<file path="src/rtl/rfab_pkg.sv">
// ----------------------------------------------------------------------------
// rfab_pkg: shared types and constants for the rectangle fill blender
// Field widths, command codes, register indexes and the RGBA pixel type.
// ----------------------------------------------------------------------------
package rfab_pkg;

  // Field widths fixed by the command format
  localparam int COORD_W     = 16;
  localparam int CHAN_W      = 8;
  localparam int REG_W       = 9;
  localparam int CFG_INDEX_W = 1;
  localparam int OP_W        = 2;

  // Store geometry defaults and canvas size after reset
  localparam int DEF_MAX_WIDTH  = 256;
  localparam int DEF_MAX_HEIGHT = 256;
  localparam int CANVAS_RESET   = 256;

  // Command codes
  localparam logic [OP_W-1:0] OP_FILL  = 2'd0;
  localparam logic [OP_W-1:0] OP_CLEAR = 2'd1;
  localparam logic [OP_W-1:0] OP_READ  = 2'd2;

  // Configuration register indexes
  localparam logic [CFG_INDEX_W-1:0] CFG_CANVAS_WIDTH  = 1'b0;
  localparam logic [CFG_INDEX_W-1:0] CFG_CANVAS_HEIGHT = 1'b1;

  // One RGBA8 pixel, red in the top byte
  typedef struct packed {
    logic [CHAN_W-1:0] red;
    logic [CHAN_W-1:0] green;
    logic [CHAN_W-1:0] blue;
    logic [CHAN_W-1:0] alpha;
  } color_t;

  localparam color_t COLOR_BLANK = '0;

endpackage

</file>
<file path="src/rtl/rfab_blend.sv">
// ----------------------------------------------------------------------------
// rfab_blend: straight-alpha over unit
// Two-stage pipeline, one pixel per cycle: products, then sum and round /255.
// ----------------------------------------------------------------------------
module rfab_blend
  import rfab_pkg::*;
#(
  parameter int ADDR_W = 16
) (
  input  logic              clk,
  input  logic              rst,
  input  logic              in_valid,
  input  logic [ADDR_W-1:0] in_addr,
  input  color_t            dst,
  input  color_t            src,
  output logic              out_valid,
  output logic [ADDR_W-1:0] out_addr,
  output color_t            out_pixel,
  output logic              active
);

  localparam int PROD_W = 2 * CHAN_W;

  // Round n/255 half up; exact for n up to 255*255
  function automatic logic [CHAN_W-1:0] div255(input logic [PROD_W:0] n);
    logic [PROD_W:0] t;
    logic [PROD_W:0] s;
    t = n + (PROD_W+1)'(128);
    s = t + (t >> CHAN_W);
    return CHAN_W'(s >> CHAN_W);
  endfunction

  logic [CHAN_W-1:0] inv_alpha;

  logic              s1_valid;
  logic [ADDR_W-1:0] s1_addr;
  logic [CHAN_W-1:0] s1_alpha;
  logic [PROD_W-1:0] ps_red, ps_green, ps_blue;
  logic [PROD_W-1:0] pd_red, pd_green, pd_blue, pd_alpha;

  logic [CHAN_W:0]   alpha_sum;

  assign inv_alpha = CHAN_W'(8'd255 - src.alpha);

  // Stage 1: source and destination products
  always_ff @(posedge clk) begin
    if (rst) begin
      s1_valid <= 1'b0;
    end else begin
      s1_valid <= in_valid;
    end
    s1_addr  <= in_addr;
    s1_alpha <= src.alpha;
    ps_red   <= PROD_W'(src.red)   * PROD_W'(src.alpha);
    ps_green <= PROD_W'(src.green) * PROD_W'(src.alpha);
    ps_blue  <= PROD_W'(src.blue)  * PROD_W'(src.alpha);
    pd_red   <= PROD_W'(dst.red)   * PROD_W'(inv_alpha);
    pd_green <= PROD_W'(dst.green) * PROD_W'(inv_alpha);
    pd_blue  <= PROD_W'(dst.blue)  * PROD_W'(inv_alpha);
    pd_alpha <= PROD_W'(dst.alpha) * PROD_W'(inv_alpha);
  end

  assign alpha_sum = (CHAN_W+1)'(s1_alpha) + (CHAN_W+1)'(div255((PROD_W+1)'(pd_alpha)));

  // Stage 2: sum, round and saturate alpha
  always_ff @(posedge clk) begin
    if (rst) begin
      out_valid <= 1'b0;
    end else begin
      out_valid <= s1_valid;
    end
    out_addr        <= s1_addr;
    out_pixel.red   <= div255((PROD_W+1)'(ps_red)   + (PROD_W+1)'(pd_red));
    out_pixel.green <= div255((PROD_W+1)'(ps_green) + (PROD_W+1)'(pd_green));
    out_pixel.blue  <= div255((PROD_W+1)'(ps_blue)  + (PROD_W+1)'(pd_blue));
    out_pixel.alpha <= alpha_sum[CHAN_W] ? {CHAN_W{1'b1}} : alpha_sum[CHAN_W-1:0];
  end

  assign active = s1_valid | out_valid;

endmodule

</file>
<file path="config.mk">
export PLATFORM = sky130hd
export DESIGN_NAME = rfab_blend
export DESIGN_NICKNAME = d
export VERILOG_FILES = /design/src/rtl/rfab_pkg.sv /design/src/rtl/rfab_blend.sv
export SDC_FILE = /design/constraint.sdc
export NUM_CORES = 1
export LEC_CHECK = 0
export BUFFER_PORTS_ARGS = -buffer_cell sky130_fd_sc_hd__buf_4
export CORE_MARGIN = 2
export CORE_UTILIZATION = 57
export DETAILED_ROUTE_END_ITERATION = 7
export GPL_ROUTABILITY_DRIVEN = 1
export HOLD_SLACK_MARGIN = 0.02
export PLACE_DENSITY_LB_ADDON = 0.05
export SYNTH_ARGS = -nofsm -noshare
export SYNTH_HDL_FRONTEND = slang
export SYNTH_SLANG_ARGS = --single-unit
</file>
<file path="constraint.sdc">
create_clock -name clk -period 5.6 [get_ports clk]
set_input_delay 0.28 -clock clk [delete_from_list [all_inputs] [get_ports clk]]
set_output_delay 0.28 -clock clk [all_outputs]
set_load 0.1 [all_outputs]
</file>
==> metrics <==
CTS tree yes; endpoints failing hold 0; Rel. slew slack 52.1%; initial DRC count 590; FF+latch count, synth 186; final setup vio count 0; clk root buf clkbuf_16; Area growth, synth to finish 10.1%; Max clock buf depth 2; # clock sinks 186; Startpoint Class flop; Crit path required time 5.95 ns; status finished, final reports clean; max-cap check violation count 0; cells on worst reg2reg path 19; maximum vdd drop 0.000706 V; site row count 73; post-synthesis adder-cell area fraction 43.7%; hold depth 2; syn nets 3196; top_reg_cell synth dfxtp_1; Inserted Clock Buffers 17; Vias 16500; Fin Hold WS 0.0842 ns; Design Area, Final 25100 um2; commonest non-fill, non-tap cell in the layout inv_1; most used cell, CP o21ai_0; max frequency 201 MHz; Worst EP arrival 5.33 ns; CP max stage cell a21oi_1; DRC errors left 0; Routed Antenna Nets 0; worst hold path class in -> reg; Post-Synth XOR/XNOR Area 5.74%; vias in the first global route 16800; first-pass GRT wire length 79.1 mm; post-synthesis cell count 2471; Mean Syn Cell Area 9.22 um2; Area contributors post-synth fa_1 22%, ha_1 21%, dfxtp_1 16%, inv_1 6.7%, nor2b_1 6.6%; Pleak 0.0128 uW; mapped cell area 22800 um2; Slowest Stage Delay on Critical Path 0.46 ns; Placed Area 24300 um2; sequential fraction of the synthesis area 16.3%; reg-to-reg slack, setup 0.62 ns; ys async rst share 0%; total gr overflow 0; total track usage 23.6%; post-route clock skew 0.00831 ns; drt wl/cell 14.6 um; crit path cell chain ha_1 > xor2_1 > ha_1 > a31o_2 > a21oi_1 > o21ai_0 > a2111oi_0 > nor3_1 > nand2_1 > xnor2_1 > ha_1 > nor2b_1 > o21ai_0 > a21boi_0 > o21ai_0 > nand2b_1 > a21o_1 > a21oi_1 > o21ai_0; Max FO, Critical Path 7; H-tree depth 4; NumNets Final 3320; Via density 5.25; PwrDens 600 nW/um2; Yosys Warn Count 0; area leader, netlist fa_1; critical path type reg -> reg; Reg-to-Reg End out_pixel[2]; mux contribution to synthesized area 0.0439%; Final HPWL DP 36.4 mm; Yosys cell types 70; I/O pin cnt 133; largest net degree at the start of global routing 58; min Tclk post-route 4.98 ns; Synth top area share 22.5%; reg2reg start pd_alpha[7]; Post-synth EDFFs 0; Initial DRT Pass Iterations 5; RSZ-0062 raised after global routing no; final core occ 63.3%; actual slew at the worst max-slew pin 0.719 ns; Post-Synth Simple-Gate Area 19.1%; final period utilization 88.9%; Die Wd 204 um; Hold Path Sink pd_red[0]; drt total wl 45.9 mm; Starting Density 57.5%; Antenna Cells 0; final slew viol count 0; Critical Path End Type flop; Skew-Pair Late Insertion Delay 0.50 ns; CTS resizes 0; core area 39600 um2; share of cells above drive strength 1 7.59%; total die area 41600 um2; clk slew on worst S/H paths 0.07 ns; Compound-Gate Fraction of Synth Area 7.55%; most frequent cells in the layout 404 x inv_1, 386 x ha_1, 256 x fa_1; die height 204 um; main combinational cell family by area after synthesis adder cells; Hold Crit Start dst[24]; setup total negative slack 0 ns; initial antenna violation count 2; port bufs 132; Power Total 15100 uW; RePlAce Congestion 0.843
final cells by class:
cell class	count	area, um2
Clock buffer	17	425
Fill cell	3437	14500
Tap cell	525	657
Timing Repair Buffer	157	1220
Clock inverter	15	193
Sequential cell	186	3720
Multi-Input combinational cell	1829	17400
Inverter	404	1520
cells in the mapped netlist, drive strengths merged (13+ instances only):
cell type    n
a21boi      13
a21o        33
a21oi       89
and2       160
clkbuf      52
dfxtp      186
fa         256
ha         386
inv        404
nand2      102
nand2b      60
nand3       41
nor2        77
nor2b      240
nor3        34
o21ai       57
or3         20
xnor2      116
xor2        30
worst max-delay path, delay by kind of cell (launching register included):
family	cells	cell delay, ns
AOI/OAI and AO/OA	10	2.37
xor gates and xnor gates	2	0.55
adders and majority gates	3	0.87
DFF	1	0.44
and+or+nand+nor	4	0.61
registers in the layout (all words and copies together), names as in the netlist:
signal     cells
pd_blue       16
ps_green      16
out_valid      1
s1_addr       16
out_pixel     32
ps_blue       16
s1_alpha       8
ps_red        16
pd_red        16
pd_alpha      16
s1_valid       1
out_addr      16
pd_green      16
power by group:
group	leakage (uW)	switching [uW]	internal [uW]
Clock	0.000296	649	611
Sequential	0.00157	185	1940
Combinational	0.0109	6800	4880
Total	0.0128	7640	7430
kinds of logic after synthesis:
kind of cell | after synthesis
AOI/OAI and AO/OA | 265
DFF | 186
buffers and inverters | 456
xor gates and xnor gates | 147
adders and majority gates | 642
and+or+nand+nor | 774
muxes | 1
metrics by stage:
stage / setup WS, ns / instances
after global placement: 0.844 / 3083
final: 0.622 / 3133
after CTS: 0.590 / 3133
after global routing: 0.0247 / 3133
after detailed placement: 0.637 / 3083
after floorplan: 1.16 / 2471
repair_timing:
| action | 4_1_cts | 5_1_grt |
|---|---|---|
| setup buffers | 0 | 0 |
| hold buffers | 18 | 0 |
| hold endpoints to repair | 18 | 0 |
per-layer routing:
metal	vias up	part of all wire (%)	track usage, %
met2	231	47	39.8
li1	8153	-	-
met3	52	3.3	3.84
met4	0	2.1	7.32
met5	-	0	0
met1	8025	48	31.0
worst max-delay path by stage:
stage / startpoint / to / cells past startpoint
final: pd_alpha[7] / out_pixel[2] / 19
after global routing: pd_alpha[7] / out_pixel[2] / 19
after CTS: pd_alpha[7] / out_pixel[2] / 19
after detailed placement: pd_alpha[7] / out_pixel[4] / 19
after global placement: pd_alpha[7] / out_pixel[4] / 19
after floorplan: src[2] / ps_red[15] / 17
(Power assumes the default switching activity.)
